--- src/design/rmq_pkg.sv ---
// ----------------------------------------------------------------------------
// rmq_pkg
// Constants and pipeline types shared by the matrix to quaternion cells.
// ----------------------------------------------------------------------------
`default_nettype none

package rmq_pkg;

  localparam int DW        = 16;
  localparam int T_W       = DW + 2;
  localparam int ARG_W     = DW + 3;
  localparam int SQ_STEPS  = 15;
  localparam int RAD_W     = 2 * SQ_STEPS;
  localparam int SQREM_W   = SQ_STEPS + 3;
  localparam int MAG_W     = DW + 1;
  localparam int FRAC_SH   = 12;
  localparam int NUM_W     = MAG_W + FRAC_SH;
  localparam int DIV_STEPS = NUM_W;
  localparam int DVREM_W   = SQ_STEPS + 1;
  localparam int LANES     = 3;
  localparam int LATENCY   = SQ_STEPS + DIV_STEPS + 2;
  localparam int FRAC_ONE  = 16384;

  localparam logic [1:0] SEL_W = 2'd0;
  localparam logic [1:0] SEL_X = 2'd1;
  localparam logic [1:0] SEL_Y = 2'd2;
  localparam logic [1:0] SEL_Z = 2'd3;

  typedef struct packed {
    logic       valid;
    logic [1:0] sel;
    logic       degen;
  } rmq_ctl_t;

  typedef struct packed {
    rmq_ctl_t                         ctl;
    logic [RAD_W-1:0]                 rad;
    logic [SQREM_W-1:0]               rem;
    logic [SQ_STEPS-1:0]              root;
    logic [LANES-1:0][MAG_W-1:0]      mag;
    logic [LANES-1:0]                 neg;
  } rmq_sq_t;

  typedef struct packed {
    rmq_ctl_t                         ctl;
    logic [SQ_STEPS-1:0]              root;
    logic [LANES-1:0][NUM_W-1:0]      num;
    logic [LANES-1:0][DVREM_W-1:0]    rem;
    logic [LANES-1:0]                 neg;
  } rmq_dv_t;

endpackage

`default_nettype wire

--- src/design/rmq_sqrt_cell.sv ---
// ----------------------------------------------------------------------------
// rmq_sqrt_cell
// One digit of the restoring square root; passes the item to the next cell.
// ----------------------------------------------------------------------------
`default_nettype none

module rmq_sqrt_cell (
  input  wire logic             clk,
  input  wire logic             rst_n,
  input  rmq_pkg::rmq_sq_t      d,
  output rmq_pkg::rmq_sq_t      q
);

  logic [rmq_pkg::SQREM_W-1:0] rem_sh, trial;
  logic                        ge;
  rmq_pkg::rmq_sq_t            q_r, q_nxt;

  always_comb begin
    rem_sh = {d.rem[rmq_pkg::SQREM_W-3:0], d.rad[rmq_pkg::RAD_W-1 -: 2]};
    trial  = {1'b0, d.root, 2'b01};
    ge     = rem_sh >= trial;
    q_nxt      = d;
    q_nxt.rem  = ge ? rem_sh - trial : rem_sh;
    q_nxt.root = {d.root[rmq_pkg::SQ_STEPS-2:0], ge};
    q_nxt.rad  = {d.rad[rmq_pkg::RAD_W-3:0], 2'b00};
  end

  always_ff @(posedge clk) begin
    if (!rst_n) begin
      q_r.ctl.valid <= 1'b0;
    end else begin
      q_r <= q_nxt;
    end
  end

  assign q = q_r;

endmodule

`default_nettype wire

--- config.mk ---
export PLATFORM = sky130hd
export DESIGN_NAME = rmq_sqrt_cell
export DESIGN_NICKNAME = d
export VERILOG_FILES = /design/src/design/rmq_pkg.sv /design/src/design/rmq_sqrt_cell.sv
export SDC_FILE = /design/constraint.sdc
export NUM_CORES = 1
export LEC_CHECK = 0
export BUFFER_PORTS_ARGS = -buffer_cell sky130_fd_sc_hd__buf_2
export CORE_ASPECT_RATIO = 0.75
export CORE_MARGIN = 2
export CORE_UTILIZATION = 49
export CTS_CLUSTER_SIZE = 10
export DETAILED_ROUTE_END_ITERATION = 6
export PLACE_DENSITY = 0.88
export SLEW_MARGIN = 20
export SYNTH_ARGS = -nofsm -noshare
export SYNTH_HDL_FRONTEND = slang
export SYNTH_SLANG_ARGS = --single-unit
--- constraint.sdc ---
create_clock -name clk -period 5.2 [get_ports clk]
set_clock_uncertainty 0.05 [all_clocks]
set_input_delay 0.78 -clock clk [delete_from_list [all_inputs] [get_ports clk]]
set_output_delay 0.78 -clock clk [all_outputs]
set_load 0.05 [all_outputs]
---- Word level (Yosys, flattened, before mapping) ----
Index checks and enable logic that the tools add are counted.
Widths: inputs -> output; s select.
operators by class
  magnitude comparators ................... 1
  muxes and demuxes ....................... 1
  add/sub/neg operators ................... 1
operator list
  operator        number
  $ge 18x17->1    1
  $mux 18         1
  $sub 18x17->18  1
word-level totals
  flip-flop bits (word level) ............. 119
  output and inout port bits .............. 121
  logic and storage cells ................. 13
  input bits .............................. 123

---- Longest topological paths before layout ----
  depth after elaboration ................. 2
  gate-level depth with buffers ........... 11
  gate-level depth less buffers ........... 9

---- Worst setup path before layout ----
No wires, ideal clock.
  path type ............................... in2reg
  start ................................... in d[67] in the netlist's numbering
  end ..................................... reg q_r (netlist bit q[76]) (data pin)
  stages .................................. 9
  arrival ................................. 2576 ps
  slack ................................... 2313 ps
  library setup time ...................... 260 ps
  path through ............................ inv_1 ha_1 a21o_1 a211o_1 a211oi_2 o31a_4 inv_4 buf_12 mux2_4
RTL lines
  item                  line                 source
  start, declared       rmq_sqrt_cell.sv:10  input rmq_pkg::rmq_sq_t d,
  end signal, assigned  rmq_sqrt_cell.sv:32  q_r <= q_nxt;
  end, declared         rmq_sqrt_cell.sv:16  rmq_pkg::rmq_sq_t q_r, q_nxt;

==> results.toml <==
[run_status]
outcome = "completed"

[detailed_routing]
routed-wl-met3_um = 899
detail_route.wl_per_cell_um = 17.46
wl_on_met1_um = 4652
ant_nets = 0
viasPerCell = 5.095
drt_first_pass_iters = 5
first_iter_violations = 232
dr_total_vias = 3531
postRouteWirelength_um = 12100
detail_route.drc_violations = 0
routed-wl-met2_um = 6361
topRoutingLayerUsed = "met4"

[power_and_ir_drop]
totalPowerFinal_mw = 2.901
power.leakage_nw = 2.994
vdd_drop_max_mv = 0.1823
powerDensity_nw_per_um2 = 430.8

[synthesis]
yosys.cell_count.top_type = "edfxtp_1"
asyncSetResetFlopFracSynth_pct = 0
synth_xor_area_share_pct = 2.168
synth.yosys.warnings = 0
yosys.area_share.adder_pct = 4.387
synth_seq_cells = 119
fraction_of_synthesized_cell_area_taken_by_the_top_area_cell_type_pct = 73.08
post_synth_inst_count = 295
synth_top_family_by_area = "compound AO/OA/AOI/OAI gates"
most_used_flip_flop_cell_after_synthesis = "edfxtp_1"
synth.largest_area_cell = "edfxtp_1"
synth_simple_gate_area_share_pct = 4.671
post_synth_edffs = 118
multiplexer_area_fraction_after_synthesis_pct = 4.155
synthDistinctLibCells = 47
syn-cell-area_sq_um = 4848
sequential_cell_area_fraction_in_the_yosys_report_pct = 73.50
syn_area_per_cell_sq_um = 16.44
compound_gate_portion_of_the_synthesized_area_pct = 8.258
synth_top_cells_by_count = "118 x edfxtp_1, 20 x inv_1, 17 x ha_1"
synthTopCellsByArea = "edfxtp_1 73%, ha_1 4.4%, mux2_4 2.8%, inv_1 1.5%, a21oi_1 1.4%"

[placed_design]
postPlaceCellArea_sq_um = 6170
port_buffers = 239
gpl.final_weighted_congestion = 0.8914
place.detailed.hpwl_um = 9067

[critical_path]
path_max_fanout = 15
path_class = "in -> reg"
cp_slowest_stage_delay_ps = 420
worst-endpoint-arrival_ps = 2940
crit_path_top_delay_cell = "o31a_4"
worst_setup_path_start_kind = "input pin"
cp_cell_sequence = "buf_2 > inv_1 > ha_1 > nand2b_1 > a21oi_2 > o21a_1 > nor2_1 > o31a_4 > inv_4 > mux2_2"
crit_required_ps = 5300
setup.worst_path.end_class = "flop"

[sta]
maxClockFrequency_mhz = 352.5
rsz0062_at_grt = "no"
setup_tns_ps = 0
slew_headroom_pct = 48.93
min_period_over_period_pct = 54.55
maxSlewViolCount = 0
worstMarginPinSlew_ps = 766.1
timing.hold.ws_ps = 498.5
finalSetupViolations = 0
final_period_minus_worst_setup_slack_ps = 2837
hold_violations = 0

[global_route]
grt_max_degree = 64
wire_length_of_the_first_global_routing_pass_um = 18110
via_count_of_the_first_global_routing_pass = 3537
groute.usage.overall_pct = 22.33
grt.overflow.total = 0
number_of_antenna_violations_at_the_first_check_in_global_routing = 0

[clock_tree]
cts.htree.levels = 4
cts_root_buffer = "clkbuf_16"
tritoncts = "done"
clkSinkCount = 119
cts-resized-gates = 0
total_clock_buffers_created_by_cts = 17
clkSlewWorstSetupHoldPaths_ps = 60
cts_hold_repair.buffers = 0
cts_max_path_buffers = 2
post-cts-setup-buffers = 0

[die]
die_w_um = 118.9
initial_utilization_pct = 50.20
io_pins = 244
floorplan.core_area_sq_um = 9658
placementRows = 31
die_y_um = 90.15
design.die.area_sq_um = 10710

[finish]
post-route-cell-area_sq_um = 6734
final_net_count = 688
antenna_cells = 0
largest_register_ff_count = 119
final_layout_size_suffix_gt1_share_pct = 51.87
syn_to_final_growth_pct = 38.89

[worst_hold_path]
hp-class = "in -> reg"

[job]
maxCapViolations = 0
layout make-up:
cell class                 count  area [sq um]
clock buffer                  19         442.9
inverter                      21         81.33
timing repair buffer         240          1206
sequential                   119          3563
clock inverter                13         121.4
multi-input combinational    149          1154
tap                          132         165.2
fill                         656          2924
critical path, delay by kind of cell:
family	cells	cell delay, ps
compound gates	3	820
buf+inv	3	350
fa+ha+maj	1	370
mux	1	370
simple gates	2	240
through the flow:
step / util [%] / setup WS (ps) / instances
2_1_floorplan: - / 2313 / 296
6_report: 69.72 / 2363 / 693
3_3_place_gp: 63.88 / 1998 / 661
5_1_grt: 69.72 / 2246 / 693
3_5_place_dp: 63.88 / 1968 / 661
4_1_cts: 69.72 / 2402 / 693
report_power, final:
group / internal, mW / total, mW / switching [mW]
logic: 0.166 / 0.624 / 0.458
clock network: 0.673 / 1.10 / 0.425
registers: 1.16 / 1.18 / 0.0212
total: 2.00 / 2.90 / 0.904
metal layers:
metal | track usage [%] | vias to the layer above
met1 | 25.57 | 1703
met3 | 7.043 | 19
li1 | - | 1637
met4 | 9.127 | 0
met5 | 0 | -
met2 | 38.84 | 172
worst paths after layout:
| path | end | slack (ps) | cells after the start | start |
|---|---|---|---|---|
| hold / removal | q[109] | 500 | 1 | d[107] |
| setup / recovery | q[75] | 2360 | 10 | d[54] |
cell usage in the layout, fill, tap and decap left out, types with 7 or more instances in the layout:
master and count:
buf_2 238, edfxtp_1 118, inv_1 20, ha_1 17, clkbuf_16 17, a21oi_1 14, nand2_1 11, o21ai_0 11
nor2_1 10, mux2_4 9, xnor2_1 7
cells by family after synthesis:
logic type / after synthesis
DFF: 119
AOI/OAI and AO/OA: 58
and+or+nand+nor: 45
buffers and inverters: 28
adders and majority gates: 17
muxes: 15
xor gates and xnor gates: 12
other: 1
Note: power is estimated with default switching activity, not from simulation.
