$ cat src/design/rmq_pkg.sv
// ----------------------------------------------------------------------------
// rmq_pkg
// Constants and pipeline types shared by the matrix to quaternion cells.
// ----------------------------------------------------------------------------
`default_nettype none

package rmq_pkg;

  localparam int DW        = 16;
  localparam int T_W       = DW + 2;
  localparam int ARG_W     = DW + 3;
  localparam int SQ_STEPS  = 15;
  localparam int RAD_W     = 2 * SQ_STEPS;
  localparam int SQREM_W   = SQ_STEPS + 3;
  localparam int MAG_W     = DW + 1;
  localparam int FRAC_SH   = 12;
  localparam int NUM_W     = MAG_W + FRAC_SH;
  localparam int DIV_STEPS = NUM_W;
  localparam int DVREM_W   = SQ_STEPS + 1;
  localparam int LANES     = 3;
  localparam int LATENCY   = SQ_STEPS + DIV_STEPS + 2;
  localparam int FRAC_ONE  = 16384;

  localparam logic [1:0] SEL_W = 2'd0;
  localparam logic [1:0] SEL_X = 2'd1;
  localparam logic [1:0] SEL_Y = 2'd2;
  localparam logic [1:0] SEL_Z = 2'd3;

  typedef struct packed {
    logic       valid;
    logic [1:0] sel;
    logic       degen;
  } rmq_ctl_t;

  typedef struct packed {
    rmq_ctl_t                         ctl;
    logic [RAD_W-1:0]                 rad;
    logic [SQREM_W-1:0]               rem;
    logic [SQ_STEPS-1:0]              root;
    logic [LANES-1:0][MAG_W-1:0]      mag;
    logic [LANES-1:0]                 neg;
  } rmq_sq_t;

  typedef struct packed {
    rmq_ctl_t                         ctl;
    logic [SQ_STEPS-1:0]              root;
    logic [LANES-1:0][NUM_W-1:0]      num;
    logic [LANES-1:0][DVREM_W-1:0]    rem;
    logic [LANES-1:0]                 neg;
  } rmq_dv_t;

endpackage

`default_nettype wire

$ cat src/design/rmq_div_cell.sv
// ----------------------------------------------------------------------------
// rmq_div_cell
// One quotient bit of three restoring divisions by the root component.
// ----------------------------------------------------------------------------
`default_nettype none

module rmq_div_cell (
  input  wire logic             clk,
  input  wire logic             rst_n,
  input  rmq_pkg::rmq_dv_t      d,
  output rmq_pkg::rmq_dv_t      q
);

  logic [rmq_pkg::DVREM_W:0] rem_sh [rmq_pkg::LANES];
  logic [rmq_pkg::DVREM_W:0] dvs;
  logic [rmq_pkg::LANES-1:0] ge;
  rmq_pkg::rmq_dv_t          q_r, q_nxt;

  always_comb begin
    dvs   = {2'b00, d.root};
    q_nxt = d;
    for (int k = 0; k < rmq_pkg::LANES; k++) begin
      rem_sh[k] = {d.rem[k], d.num[k][rmq_pkg::NUM_W-1]};
      ge[k]     = rem_sh[k] >= dvs;
      q_nxt.rem[k] = ge[k] ? rmq_pkg::DVREM_W'(rem_sh[k] - dvs)
                           : rmq_pkg::DVREM_W'(rem_sh[k]);
      q_nxt.num[k] = {d.num[k][rmq_pkg::NUM_W-2:0], ge[k]};
    end
  end

  always_ff @(posedge clk) begin
    if (!rst_n) begin
      q_r.ctl.valid <= 1'b0;
    end else begin
      q_r <= q_nxt;
    end
  end

  assign q = q_r;

endmodule

`default_nettype wire

$ cat config.mk
export PLATFORM = sky130hd
export DESIGN_NAME = rmq_div_cell
export DESIGN_NICKNAME = d
export VERILOG_FILES = /design/src/design/rmq_pkg.sv /design/src/design/rmq_div_cell.sv
export SDC_FILE = /design/constraint.sdc
export NUM_CORES = 1
export LEC_CHECK = 0
export BUFFER_PORTS_ARGS = -buffer_cell sky130_fd_sc_hd__buf_2
export CAP_MARGIN = 10
export CORE_MARGIN = 2
export CORE_UTILIZATION = 44
export DETAILED_ROUTE_END_ITERATION = 8
export GPL_TIMING_DRIVEN = 0
export MAX_ROUTING_LAYER = met4
export PLACE_DENSITY_LB_ADDON = 0.05
export SLEW_MARGIN = 15
export SYNTH_ARGS = -nofsm -noshare
export SYNTH_HDL_FRONTEND = slang
export SYNTH_SLANG_ARGS = --single-unit
$ cat constraint.sdc
create_clock -name clk -period 2.4 [get_ports clk]
set_clock_uncertainty 0.2 [all_clocks]
set_input_delay 0 -clock clk [delete_from_list [all_inputs] [get_ports clk]]
set_output_delay 0 -clock clk [all_outputs]
set_load 0.005 [all_outputs]
## Word level (Yosys, flattened, before mapping)

Cells that the tools add are included.
W data, S select, Z words.

- $add $sub $neg: 3
- $mul: 0
- Divide/modulo/power cells: 0
- Magnitude comparators: 3
- Equal/unequal tests: 0
- Shift operators: 0
- Multiplexer cells: 3
- Bitwise gates (word level): 0
- Reduce and logical (&&, ||, !) cells: 0

Operators with widths:

| cell | count |
|---|---|
| $ge A17 B15 Y1 | 3 |
| $mux W16 | 3 |
| $sub A16 B15 Y16 | 3 |

- Register bits: 157
- Latch bits: 0
- RAM bits: 0
- ROM bits: 0
- Input bits: 159
- Output and inout port bits: 157
- Memories kept: 0

## Longest topological paths before layout

- Depth in word-level cells: 2
- Mapped depth: 11
- Depth with buffers taken out: 9

## Least setup slack after synthesis

OpenSTA, ideal clock, no wires.

- Path type: in2reg
- Start point: in d[139] in the netlist's numbering
- End point: reg q_r (netlist bit q[41]), data pin
- Arrival: 1.935 ns
- Path slack: 0.004 ns
- Cell stages on the path: 10
- Path buffers: 2
- Cells stage by stage: inv_1 -> ha_1 -> nor2b_4 -> o31a_1 -> o31a_4 -> o211ai_4 -> and2_4 -> buf_6 -> buf_12 -> mux2_4

RTL lines:

| what | line | text |
|---|---|---|
| start: declaration | rmq_div_cell.sv:10 | `input rmq_pkg::rmq_dv_t d,` |
| end signal: assignment | rmq_div_cell.sv:35 | `q_r <= q_nxt;` |
| end: declaration | rmq_div_cell.sv:17 | `rmq_pkg::rmq_dv_t q_r, q_nxt;` |

==> flow_summary.yaml <==
drt:
  vias: 6827
  avgViaCountPerCell: 5.09
  drt-total-wl_um: 24300
  drt-pass1-iter-count: 4
  drtIter0Drc: 419
  ant_nets: 0
  drc_errors: 0
  wl_per_cell_um: 18.1
pwr:
  worst_ir_drop_vdd_uv: 494
  combPwrFrac: 0.229
  p_int_uw: 5630
  p_switching_uw: 2110
  leakage_uw: 0.00524
  swShare: 0.273
  seqPwrFrac: 0.442
  clockPowerShare: 0.329
  powerDensity_nw_per_um2: 637
floorplanning:
  die_area_sq_um: 19100
  initial_utilization: 0.445
  num_rows: 49
  io_pins: 316
  core_sq_um: 17800
  chipHeight_um: 138
  die_w_um: 138
synth:
  synth_edf_count: 156
  synth_seq_area_share: 0.595
  synth_cell_types: 69
  synthFlopType: "edfxtp_1"
  yosys_warnings: 0
  synth_area_per_cell_sq_um: 13.2
  syn_area_sq_um: 7910
  synth_cells: 598
  ys_ff_latch: 157
  async_flop_share: 0
  syn-num-nets: 805
layout:
  largest_reg_flops: 157
  fillers: 1373
  drive_gt1_frac: 0.391
  fin_cells: 1342
  nets: 1306
  syn_to_final_growth_pct: 53.7
critical_path:
  worstPathArrival_ps: 2410
  cp.required_ps: 2450
  worstSetupStartpoint: "d[152]"
  worstSetupEndpointType: "flip-flop"
  start_kind: "input port"
  crit_type: "input port to flip-flop"
  endpoint: "q[28]$_DFFE_PP_"
  crit_fanout: 10
timing:
  fin_tns_setup_ps: 0
  final-max-slew-violation-count: 0
  whs_ps: -333
  hold_viol_final: 3
  finalCritPeriodShare: 0.984
  max_freq_mhz: 424
  setup_violations: 0
  fin_crit_ps: 2360
  rsz0062_at_grt: "yes"
  worstMarginPinSlew_ps: 566
  max_slew_margin: 0.623
grt:
  grt_pass1_wl_um: 37100
  antenna_found_initial: 1
  grt_pass1_vias: 6925
  grt.overflow.total: 0
  grt_usage: 0.257
  grt_max_degree: 107
placement:
  gp_congestion: 0.897
  portBuffers: 315
  dp_hpwl_um: 17300
  placed_cells: 1143
status:
  violations: "hold timing"
  status: "finished, violations left"
clock_network:
  htreeDepth: 4
  cts.root.buffer_cell: "clkbuf_16"
  clock_path_buffers: 2
  cts-buffers-inserted: 17
  path_clk_slew_ps: 70
  clock-sinks: 157
  cts_tree: "done"
hold_path:
  hold_path_class: "input port to flip-flop"
flow_run:
  cap_viol_max_count: 0
power groups by stage:
stage / combinational, uW / sequential (uW) / clock, uW
6_report: 1770 / 3420 / 2550
5_1_grt: 1930 / 3450 / 2710
4_1_cts: 1700 / 3420 / 2610
3_5_place_dp: 1490 / 3480 / 0
3_3_place_gp: 1460 / 3480 / 0
2_1_floorplan: 751 / 3530 / 0
critical path: stages:
cell and delay [ps]:
buf_2 110, clkinvlp_4 180, ha_2 370, a2111oi_2 390, o221ai_1 230, a21oi_2 220, a21bo_2 250, buf_2 200
clkbuf_4 230, a21oi_1 220
cell usage after synthesis, drive strengths merged (4+ instances only):
master / count / area (sq um)
nand2: 28 / 105
o211ai: 6 / 58.8
xor2: 12 / 105
nor2b: 9 / 63.8
and2: 5 / 33.8
mux2i: 5 / 50.1
a211oi: 7 / 52.6
nand3: 14 / 87.6
mux2: 25 / 319
ha: 45 / 563
a21o: 10 / 75.1
nor4: 5 / 31.3
o31a: 6 / 62.6
nor2: 44 / 165
inv: 29 / 109
a21oi: 46 / 245
o21a: 9 / 67.6
a311oi: 4 / 35.0
or3: 4 / 30.0
edfxtp: 156 / 4680
nor3: 14 / 70.1
clkbuf: 6 / 23.8
xnor2: 15 / 131
buf: 9 / 75.1
nand4: 6 / 37.5
a21boi: 4 / 41.3
o21ai: 28 / 140
how the worst min path moves through the flow:
stage                     startpoint          endpoint  slack [ps]  cells after the start
final                         d[138]  q[138]$_DFFE_PP_        -330                      1
after global routing          d[138]  q[138]$_DFFE_PP_        -350                      1
after CTS                     d[138]  q[138]$_DFFE_PP_        -350                      1
after detailed placement       d[54]   q[55]$_DFFE_PP_         -20                      1
after global placement        d[113]  q[114]$_DFFE_PP_         -20                      1
after floorplan                 d[0]    q[0]$_DFFE_PP_        -100                      0
cell type report:
class | count | area [sq um] | share of cell area
flip-flops and latches | 157 | 4700 | 0.387
repair buffers | 482 | 3260 | 0.268
multi-input cells | 397 | 3110 | 0.256
clock buffers | 18 | 429 | 0.0353
well taps | 229 | 287 | 0.0236
clock inverters | 14 | 125 | 0.0103
inverters | 29 | 120 | 0.00989
plain buffers | 15 | 110 | 0.00906
diodes | 1 | 2.50 | 0.000206
metrics by stage:
stage	hold slack (ps)	power [uW]	area (sq um)	util	setup slack [ps]
floorplan	-101	4280	7910	-	4.24
global placement	-23.1	4940	9770	0.549	-667
detailed placement	-21.6	4970	9810	0.552	-559
CTS	-353	7730	11900	0.671	6.77
global route	-348	8090	12200	0.683	-42.8
finish	-333	7750	12200	0.683	39.5
cell usage in the layout (no fill, tap or decap), drive strengths merged, types with 12 or more instances in the layout:
cell,n
o21ai,28
mux2,25
xnor2,15
nor2,44
a21oi,46
edfxtp,156
buf,333
nand2,28
ha,45
clkbuf,24
nand3,14
inv,34
nor3,14
xor2,12
dlygate4sd3,157
metal layers:
metal	GRT usage	share of wire
met4	0.120	0.039
met1	0.302	0.41
met5	-	0
met2	0.429	0.50
met3	0.0492	0.050
repair_timing:
item	CTS	global route
hold buffers	155	3
endpoints found under the setup margin	9	29
pin swaps	1	9
setup buffers	1	7
endpoints found under the hold margin	204	5
resized for setup	3	40
kinds of logic after synthesis:
group / Yosys count / share of synthesized area
AOI/OAI and AO/OA: 147 / 0.130
xor gates and xnor gates: 27 / 0.0299
adders and majority gates: 48 / 0.0788
buffers and inverters: 44 / 0.0263
DFF: 157 / 0.595
muxes: 30 / 0.0467
and+or+nand+nor: 145 / 0.0935
Note: power is estimated with default switching activity, not from simulation.
