$ cat src/design/rmq_pkg.sv
// ----------------------------------------------------------------------------
// rmq_pkg
// Constants and pipeline types shared by the matrix to quaternion cells.
// ----------------------------------------------------------------------------
`default_nettype none

package rmq_pkg;

  localparam int DW        = 16;
  localparam int T_W       = DW + 2;
  localparam int ARG_W     = DW + 3;
  localparam int SQ_STEPS  = 15;
  localparam int RAD_W     = 2 * SQ_STEPS;
  localparam int SQREM_W   = SQ_STEPS + 3;
  localparam int MAG_W     = DW + 1;
  localparam int FRAC_SH   = 12;
  localparam int NUM_W     = MAG_W + FRAC_SH;
  localparam int DIV_STEPS = NUM_W;
  localparam int DVREM_W   = SQ_STEPS + 1;
  localparam int LANES     = 3;
  localparam int LATENCY   = SQ_STEPS + DIV_STEPS + 2;
  localparam int FRAC_ONE  = 16384;

  localparam logic [1:0] SEL_W = 2'd0;
  localparam logic [1:0] SEL_X = 2'd1;
  localparam logic [1:0] SEL_Y = 2'd2;
  localparam logic [1:0] SEL_Z = 2'd3;

  typedef struct packed {
    logic       valid;
    logic [1:0] sel;
    logic       degen;
  } rmq_ctl_t;

  typedef struct packed {
    rmq_ctl_t                         ctl;
    logic [RAD_W-1:0]                 rad;
    logic [SQREM_W-1:0]               rem;
    logic [SQ_STEPS-1:0]              root;
    logic [LANES-1:0][MAG_W-1:0]      mag;
    logic [LANES-1:0]                 neg;
  } rmq_sq_t;

  typedef struct packed {
    rmq_ctl_t                         ctl;
    logic [SQ_STEPS-1:0]              root;
    logic [LANES-1:0][NUM_W-1:0]      num;
    logic [LANES-1:0][DVREM_W-1:0]    rem;
    logic [LANES-1:0]                 neg;
  } rmq_dv_t;

endpackage

`default_nettype wire

$ cat src/design/rmq_front.sv
// ----------------------------------------------------------------------------
// rmq_front
// Forms the four diagonal candidates, picks the largest and prepares the
// root argument and the off-diagonal terms.
// ----------------------------------------------------------------------------
`default_nettype none

module rmq_front (
  input  wire logic                              clk,
  input  wire logic                              rst_n,
  input  wire logic                              req,
  input  wire logic signed [rmq_pkg::DW-1:0]     c0r0,
  input  wire logic signed [rmq_pkg::DW-1:0]     c0r1,
  input  wire logic signed [rmq_pkg::DW-1:0]     c0r2,
  input  wire logic signed [rmq_pkg::DW-1:0]     c1r0,
  input  wire logic signed [rmq_pkg::DW-1:0]     c1r1,
  input  wire logic signed [rmq_pkg::DW-1:0]     c1r2,
  input  wire logic signed [rmq_pkg::DW-1:0]     c2r0,
  input  wire logic signed [rmq_pkg::DW-1:0]     c2r1,
  input  wire logic signed [rmq_pkg::DW-1:0]     c2r2,
  output rmq_pkg::rmq_sq_t                       q
);

  logic signed [rmq_pkg::T_W-1:0]   a, e, i, tw, tx, ty, tz, best;
  logic signed [rmq_pkg::ARG_W-1:0] arg;
  logic signed [rmq_pkg::MAG_W-1:0] d [rmq_pkg::LANES];
  logic [1:0]                       sel;
  logic                             degen;
  rmq_pkg::rmq_sq_t                 q_r, q_nxt;

  function automatic logic signed [rmq_pkg::MAG_W-1:0] pair(
    input logic signed [rmq_pkg::DW-1:0] u,
    input logic signed [rmq_pkg::DW-1:0] v,
    input logic                          add
  );
    logic signed [rmq_pkg::MAG_W-1:0] su, sv;
    su = rmq_pkg::MAG_W'(u);
    sv = rmq_pkg::MAG_W'(v);
    return add ? su + sv : su - sv;
  endfunction

  always_comb begin
    a  = rmq_pkg::T_W'(c0r0);
    e  = rmq_pkg::T_W'(c1r1);
    i  = rmq_pkg::T_W'(c2r2);
    tw = a + e + i;
    tx = a - e - i;
    ty = e - a - i;
    tz = i - a - e;
    best = tw;
    sel  = rmq_pkg::SEL_W;
    if (tx > best) begin
      best = tx;
      sel  = rmq_pkg::SEL_X;
    end
    if (ty > best) begin
      best = ty;
      sel  = rmq_pkg::SEL_Y;
    end
    if (tz > best) begin
      best = tz;
      sel  = rmq_pkg::SEL_Z;
    end
    arg   = rmq_pkg::ARG_W'(best) + rmq_pkg::ARG_W'(rmq_pkg::FRAC_ONE);
    degen = arg[rmq_pkg::ARG_W-1] || (arg == '0);

    unique case (sel)
      rmq_pkg::SEL_W: begin
        d[0] = pair(c1r2, c2r1, 1'b0);
        d[1] = pair(c2r0, c0r2, 1'b0);
        d[2] = pair(c0r1, c1r0, 1'b0);
      end
      rmq_pkg::SEL_X: begin
        d[0] = pair(c1r2, c2r1, 1'b0);
        d[1] = pair(c0r1, c1r0, 1'b1);
        d[2] = pair(c2r0, c0r2, 1'b1);
      end
      rmq_pkg::SEL_Y: begin
        d[0] = pair(c2r0, c0r2, 1'b0);
        d[1] = pair(c0r1, c1r0, 1'b1);
        d[2] = pair(c1r2, c2r1, 1'b1);
      end
      default: begin
        d[0] = pair(c0r1, c1r0, 1'b0);
        d[1] = pair(c2r0, c0r2, 1'b1);
        d[2] = pair(c1r2, c2r1, 1'b1);
      end
    endcase

    q_nxt.ctl.valid = req;
    q_nxt.ctl.sel   = degen ? rmq_pkg::SEL_W : sel;
    q_nxt.ctl.degen = degen;
    q_nxt.rad       = degen ? '0 : {1'b0, arg[rmq_pkg::MAG_W-1:0],
                                    rmq_pkg::FRAC_SH'(0)};
    q_nxt.rem       = '0;
    q_nxt.root      = '0;
    for (int k = 0; k < rmq_pkg::LANES; k++) begin
      q_nxt.neg[k] = d[k][rmq_pkg::MAG_W-1];
      q_nxt.mag[k] = d[k][rmq_pkg::MAG_W-1] ? (~d[k] + 1'b1) : d[k];
    end
  end

  always_ff @(posedge clk) begin
    if (!rst_n) begin
      q_r.ctl.valid <= 1'b0;
    end else begin
      q_r <= q_nxt;
    end
  end

  assign q = q_r;

endmodule

`default_nettype wire

$ cat config.mk
export PLATFORM = sky130hd
export DESIGN_NAME = rmq_front
export DESIGN_NICKNAME = d
export VERILOG_FILES = /design/src/design/rmq_pkg.sv /design/src/design/rmq_front.sv
export SDC_FILE = /design/constraint.sdc
export NUM_CORES = 1
export LEC_CHECK = 0
export BUFFER_PORTS_ARGS = -buffer_cell sky130_fd_sc_hd__buf_2
export CAP_MARGIN = 20
export CORE_MARGIN = 8
export CORE_UTILIZATION = 64
export DETAILED_ROUTE_END_ITERATION = 7
export PLACE_DENSITY_LB_ADDON = 0.08
export SETUP_SLACK_MARGIN = 0.3
export SYNTH_ARGS = -nofsm -noshare
export SYNTH_HDL_FRONTEND = slang
export SYNTH_SLANG_ARGS = --single-unit
$ cat constraint.sdc
create_clock -name clk -period 26.4 [get_ports clk]
set_input_delay 2.64 -clock clk [delete_from_list [all_inputs] [get_ports clk]]
set_output_delay 2.64 -clock clk [all_outputs]
set_load 0.02 [all_outputs]
# After elaboration in Yosys (flattened, before gate mapping)
# Index checks and enable logic that the tools add are counted.
# word_totals
ff_bits	88
inputBits	147
output_inout_bits	121
word_cells	51
# op_classes
addsub	18
magnitude_cmp	3
eq_ne	2
n_mux	10
bitwise	3
n_reduce_logical	3
# ops
operator	n
$pmux W51 S3	1
$sub A16 B16 Y17	6
$add A16 B16 Y17	4
$gt A18 B18 Y1	3
$mux W18	3
$sub A17 B16 Y18	3
$add A17 B1 Y17 const B	3
$not A17 Y17	3
$mux W16	3
$add A18 B16 Y19 const B	1
$logic_not A19 Y1	1
$add A17 B16 Y18	1
$mux W2	2
$eq A2 B1 Y1 const B	1
$eq A2 B2 Y1 const B	1
$logic_not A2 Y1	1
$logic_or A1 B1 Y1	1
$mux W1	1

# Logic depth before layout (Yosys ltp)
# Gate-level depths: netlist of the first run.
# depth
ltp_word	13
ltp_mapped	69
mapped_depth_nobuf	57

# Worst setup path after synthesis of the first run
# No wires, ideal clock.
# synth_path
kind	input to register
startpoint	input port c0r0[1] (netlist name)
endpoint	register q_r, in the netlist q[15] (data pin)
setup_time_ns	0.270
arrival_ns	15.422
t_required_ns	26.130
path_slack_ns	10.707
stages	62
cell_sequence	inv_1 > fa_1 > inv_1 > ha_1 > fa_1 > nor2b_1 > o211ai_1 > a21oi_1 > o21ai_1 > a21boi_0 > or2_2 > xor2_1 > inv_1 > ha_1 > a21o_1 > a21o_1 > nor2b_1 > maj3_1 > [26 not listed] > a21o_1 > a21oi_1 > a21oi_1 > o31ai_1 > a41o_1 > nor2_1 > clkbuf_1 > buf_1 > clkbuf_1 > clkbuf_1 > clkbuf_1 > a21oi_1 > a21oi_1 > ha_1 > nand4_1 > nor3_2 > a31o_1 > xor2_1
# synth_rtl
item	line_no	rtl
start: declaration	rmq_front.sv:12	input wire logic signed [rmq_pkg::DW-1:0] c0r0,
end signal: assignment	rmq_front.sv:107	q_r <= q_nxt;
end: declaration	rmq_front.sv:29	rmq_pkg::rmq_sq_t q_r, q_nxt;

==> impl_metrics.toml, run 1 <==
[clock_tree]
postCtsResizedCells = 0
htreeDepth = 3
cts_setup_buffers = 0
ctsRootBufferMaster = "clkbuf_16"
clock_sinks = 75
tritoncts = "done"
clockBufferDepth = 2
cts_buffers = 9
path_clk_slew_ps = 60
cts_hold_repair.buffers = 0

[yosys]
yosysTopAreaCellShare_pct = 17.13
yosys_warnings = 0
synth_seq_cells = 75
netlist_instances = 1917
synth_edf_count = 74
syn-cell-area_sq_mm = 0.01563
ys_types = 101
yosysTopAreaCell = "ha_1"
synth_area_leaders = "ha_1, edfxtp_1, fa_1, xnor2_1, inv_1"
syn_area_per_cell_sq_um = 8.155
ys.flop_type = "edfxtp_1"
async_reset_ff_share_pct = 0
yosysSeqAreaShare_pct = 14.34

[floorplan]
dieWidth_um = 172.3
die_y_um = 172.3
dieArea_sq_mm = 0.02969
initial_core_util_pct = 64.66
num_rows = 57
fp.coreArea_sq_mm = 0.02418
ios = 268

[worst_setup_path]
cp-start-kind = "input pin"
crit_required_ps = 26480
critPathBufInv = 7
critPathKind = "in -> reg"
crit_fanout = 81
worstSetupEndpointType = "flop"
crit_family = "compound AO/OA/AOI/OAI gates"
critPathMaxStageDelay_ps = 830
crit_top_cell = "ha_1"
crit_slowest_cell = "a221oi_1"
worstPathArrival_ps = 16410

[final_layout]
diodes = 0
largest_register_ff_count = 75
fillers = 1964
drive_gt1_share_pct = 13.97
synthToLayoutAreaGrowth_pct = 9.283
nNetsFinal = 2533

[sta]
max_slew_margin_pct = 31.77
rsz0062_at_grt = "no"
timing.setup.tns_ps = 0
setup_viol = 0
finalHoldViolCount = 0
slew_viol_final = 0
tightest_slew_ps = 1011
fmax_mhz = 61.23
fin_crit_sh_pct = 61.86
fin_crit_ps = 16330

[placed_design]
dp_hpwl_um = 40960
place_congestion = 0.9961
portBuffers = 221

[min_path]
holdCritPathClass = "in -> reg"

[flow_run]
drv_cap = 0

[route]
vias = 14700
via_per_inst = 6.052
drt_iter0_markers = 1730
drcViolationCount = 0
ant_nets = 0
detail_route.wirelength_um = 48590
wl_per_cell_um = 20.00
drt-pass1-iter-count = 6

[global_routing]
grt_max_degree = 82
grt_overflow = 0
track_usage_pct = 31.80
grt_pass1_vias = 14010
antenna_found_initial = 1
grt_pass1_wl_um = 74130

[run_status]
status = "finished, final reports clean"
worst paths after layout:
path    start      to  slack [ps]  depth (start not counted)
max   c0r0[1]   q[18]       10070                         50
min       req  q[120]        2490                          2
final cells by class:
| class | count | area, sq um | area share (%) |
|---|---|---|---|
| clock buffers | 9 | 225.2 | 1.318 |
| clock inverters | 7 | 58.81 | 0.3442 |
| inverters | 217 | 814.5 | 4.767 |
| multi-input cells | 1568 | 12170 | 71.20 |
| flip-flops and latches | 75 | 2242 | 13.12 |
| well taps | 324 | 405.4 | 2.373 |
| repair buffers | 229 | 1174 | 6.869 |
through the flow:
| stage | utilization (%) | hold WS, ps | setup slack, ps | cells | area [sq um] |
|---|---|---|---|---|---|
| 6_report | 70.67 | 2486 | 10070 | 2429 | 17090 |
| 5_1_grt | 70.67 | 2504 | 9268 | 2429 | 17090 |
| 4_1_cts | 70.60 | 2483 | 10420 | 2428 | 17070 |
| 3_5_place_dp | 69.43 | 2844 | 10120 | 2412 | 16790 |
| 3_3_place_gp | 69.43 | 2841 | 10530 | 2412 | 16790 |
| 2_1_floorplan | - | 2753 | 10710 | 1962 | 15800 |
layer usage:
metal | vias up | track usage, % | part of all wire [%]
li1 | 6958 | - | -
met1 | 6918 | 47.16 | 45
met2 | 769 | 47.19 | 42
met3 | 55 | 5.799 | 11
met4 | 0 | 6.747 | 1.6
met5 | - | 0 | 0
Yosys cell counts (all sizes together), types with 5 or more instances:
cell type and number:
inv 217, ha 214, nor2 169, a21oi 159
nand2 124, xnor2 109, o21ai 104, edfxtp 74
fa 72, buf 68, xor2 60, nor3 41
mux2i 35, a21o 34, clkbuf 34, nor2b 34
o21bai 34, nand3 27, a211oi 20, nand2b 19
a31oi 18, o21a 17, a21boi 16, nand4 16
o31ai 14, or3 14, a221oi 11, and2 11
and3 10, nor4 10, o311ai 10, nor3b 9
and4 8, mux2 8, o211ai 8, o31a 7
or2 6, a2111oi 5, a221o 5
cells by family (layout without fill, tap and decap cells):
| logic type | after synthesis | after routing | synth area share (%) |
|---|---|---|---|
| compound gates | 512 | 512 | 22.09 |
| flops | 75 | 75 | 14.34 |
| fa+ha+maj | 290 | 290 | 26.60 |
| xor+xnor | 169 | 169 | 9.468 |
| buf+inv | 319 | 462 | 8.980 |
| mux | 43 | 43 | 2.817 |
| simple gates | 508 | 508 | 15.68 |
| other cells | 1 | 46 | 0.02399 |
cell usage in the layout, fill, tap and decap left out, types with 7 or more instances in the layout:
| master | Yosys | routed |
|---|---|---|
| buf_2 | 11 | 221 |
| inv_1 | 217 | 217 |
| ha_1 | 214 | 214 |
| nor2_1 | 167 | 166 |
| a21oi_1 | 157 | 157 |
| nand2_1 | 124 | 124 |
| xnor2_1 | 109 | 109 |
| o21ai_0 | 93 | 93 |
| edfxtp_1 | 74 | 74 |
| fa_1 | 72 | 72 |
| xor2_1 | 60 | 60 |
| conb_1 | 1 | 46 |
| nor3_1 | 39 | 39 |
| mux2i_1 | 35 | 35 |
| o21bai_1 | 34 | 34 |
| a21o_1 | 34 | 34 |
| nor2b_1 | 33 | 33 |
| nand3_1 | 27 | 27 |
| nand2b_1 | 19 | 19 |
| o21a_1 | 17 | 17 |
| a211oi_1 | 17 | 17 |
| a31oi_1 | 17 | 17 |
| nand4_1 | 15 | 15 |
| or3_1 | 13 | 13 |
| o31ai_1 | 13 | 13 |
| and2_1 | 11 | 11 |
| a21boi_0 | 11 | 11 |
| and3_1 | 10 | 10 |
| o21ai_1 | 10 | 10 |
| nor3b_1 | 9 | 9 |
| nor4_1 | 9 | 9 |
| clkbuf_16 | 0 | 9 |
| and4_1 | 8 | 8 |
| a221oi_1 | 8 | 8 |
| o211ai_1 | 7 | 7 |
| mux2_2 | 7 | 7 |
| buf_4 | 49 | 7 |
Power of run 1 is left out: the tool's default activity adds up to more than one toggle a clock period on the data nets, which glitch-free logic cannot reach.
==> run 2: changes to the inputs <==
--- a/config.mk
+++ b/config.mk
@@ -5,10 +5,11 @@
 export SDC_FILE = /design/constraint.sdc
 export NUM_CORES = 1
 export LEC_CHECK = 0
+export ABC_AREA = 1
 export BUFFER_PORTS_ARGS = -buffer_cell sky130_fd_sc_hd__buf_2
 export CAP_MARGIN = 20
 export CORE_MARGIN = 8
-export CORE_UTILIZATION = 64
+export CORE_UTILIZATION = 54
 export DETAILED_ROUTE_END_ITERATION = 7
 export PLACE_DENSITY_LB_ADDON = 0.08
 export SETUP_SLACK_MARGIN = 0.3
==> constraint.sdc (replaced) <==
create_clock -name clk -period 15 [get_ports clk]
set_input_delay 1.5 -clock clk [delete_from_list [all_inputs] [get_ports clk]]
set_output_delay 1.5 -clock clk [all_outputs]
set_load 0.02 [all_outputs]
==> run 2 against run 1 <==
Net effect:
- non-clock buffer count down 4
- first-iteration DRC count is 32% lower
- setup slack worse by 7600 ps
- via count is 2.2% higher
- core utilization is 10 points lower
- synthesized cell count is 18% higher
- sequential share of layout area down 0.20 points
- count of clock-buffer cells in the layout increased by 3
- die area up 18%
- synthesized area up 1.1%
- final area rose by 1.6%
==> impl_metrics.toml, run 2 <==
[route]
vias = 15020
drcViolationCount = 0
wl_met2_um = 18120
highest_layer = "met4"
via_per_inst = 5.282
drt_iter0_markers = 1169
detail_route.wirelength_um = 46580
wl_met3_um = 3707
wl_per_cell_um = 16.39
ant_nets = 0
wl_met1_um = 24190
drt-pass1-iter-count = 5

[yosys]
yosysTopAreaCell = "ha_1"
yosysMostFrequentCell = "nand2_1"
synth_fa_ha_area_share_pct = 26.06
yosysTopAreaCellShare_pct = 16.94
synth_compound_area_share_pct = 12.78
syn-cell-area_sq_mm = 0.01581
yosys_warnings = 0
synth_mux_area_share_pct = 0
yosysSeqAreaShare_pct = 14.19
synth_commonest_cells = "nand2_1, inv_1, ha_1"
netlist_instances = 2258
synthSimpleGateAreaFrac_pct = 25.71
synth_edf_count = 74
synth_area_leaders = "ha_1, edfxtp_1, nand2_1, fa_1, inv_1"
ys.flop_type = "edfxtp_1"
syn_area_per_cell_sq_um = 7.000
synth_seq_cells = 75
ys_types = 59
synth_top_family_by_area = "adder cells"
synth_xor_area_share_pct = 8.312
async_reset_ff_share_pct = 0

[final_layout]
drive_gt1_share_pct = 12.81
largest_register_ff_count = 75
most-common-layout-cells = "nand2_1, inv_1, buf_2"
layout_commonest_cell = "nand2_1"
synthToLayoutAreaGrowth_pct = 9.784
fillers = 2780
diodes = 0
nNetsFinal = 2887

[floorplan]
ios = 268
die_y_um = 187.1
fp.coreArea_sq_mm = 0.02878
num_rows = 62
initial_core_util_pct = 54.92
dieArea_sq_mm = 0.03500
dieWidth_um = 187.1

[worst_setup_path]
worstPathArrival_ps = 12580
crit_required_ps = 15080
crit_slowest_cell = "a22oi_2"
worstSetupEndpointType = "flop"
critPathKind = "in -> reg"
crit_fanout = 70
crit_top_cell = "nand2_1"
critPathMaxStageDelay_ps = 730
cp-start-kind = "input pin"

[clock_tree]
cts_buffers = 9
htreeDepth = 3
ctsRootBufferMaster = "clkbuf_16"
clockBufferDepth = 2
cts_setup_buffers = 0
cts_hold_repair.buffers = 0
path_clk_slew_ps = 50
postCtsResizedCells = 0
tritoncts = "done"
clock_sinks = 75

[min_path]
hold_start = "req"
worstHoldPathCells = 3
holdCritPathClass = "in -> reg"
whs_endpoint = "q[120]"

[sta]
slew_viol_final = 0
max_slew_margin_pct = 36.02
fmax_mhz = 80.00
fin_crit_ps = 12500
timing.setup.tns_ps = 0
fin_crit_sh_pct = 83.33
rsz0062_at_grt = "no"
setup_viol = 0
tightest_slew_ps = 959.6
finalHoldViolCount = 0

[placed_design]
portBuffers = 221
place_congestion = 0.9943
dp_hpwl_um = 40880

[global_routing]
grt_overflow = 0
grt_pass1_wl_um = 75370
antenna_found_initial = 0
grt_max_degree = 76
grt_pass1_vias = 14570
track_usage_pct = 26.10

[run_status]
status = "finished, final reports clean"

[flow_run]
drv_cap = 0
run 2: cell type report:
| class | count | area [sq um] | share of cell area [%] |
|---|---|---|---|
| Timing Repair Buffer | 225 | 1136 | 6.547 |
| Clock buffer | 12 | 256.5 | 1.478 |
| Clock inverter | 4 | 73.82 | 0.4254 |
| Tap cell | 384 | 480.5 | 2.769 |
| Sequential cell | 75 | 2242 | 12.92 |
| Multi-Input combinational cell | 1751 | 11690 | 67.38 |
| Inverter | 392 | 1471 | 8.480 |
run 2: worst max-delay path by stage:
stage / start / to / slack [ps]
5_1_grt: c0r0[3] / q[29] / 1180
4_1_cts: c0r0[3] / q[29] / 2620
2_1_floorplan: c0r0[3] / q[108] / 5010
6_report: c0r0[3] / q[29] / 2500
3_5_place_dp: c0r0[3] / q[29] / 2320
3_3_place_gp: c0r0[3] / q[29] / 2720
run 2: kinds of logic after synthesis:
kind of cell / count (synthesis)
simple gates: 931
xor+xnor: 150
buf+inv: 477
other cells: 1
flops: 75
compound gates: 338
fa+ha+maj: 286
run 2: layer usage:
metal / vias up / global-route usage (%)
li1: 7537 / -
met1: 6890 / 41.18
met2: 562 / 37.12
met3: 29 / 3.729
met4: 0 / 3.910
met5: - / 0
run 2: worst max-delay path, delay by kind of cell:
kind	cells	cell delay (ps)
buffers and inverters	8	1010
XOR/XNOR	2	380
AND/OR/NAND/NOR	31	5120
AO/OA/AOI/OAI	13	2620
adder cells (fa/ha/maj)	5	1900
run 2: stage by stage:
stage	hold slack [ps]	area [sq um]	cells	setup WS [ps]	utilization (%)
2_1_floorplan	1593	15970	2303	5011	-
3_3_place_gp	1685	17020	2827	2725	59.14
3_5_place_dp	1684	17020	2827	2323	59.14
4_1_cts	1347	17350	2843	2620	60.29
5_1_grt	1392	17350	2843	1175	60.29
6_report	1357	17350	2843	2500	60.29
Power of run 2 is left out for the same reason.
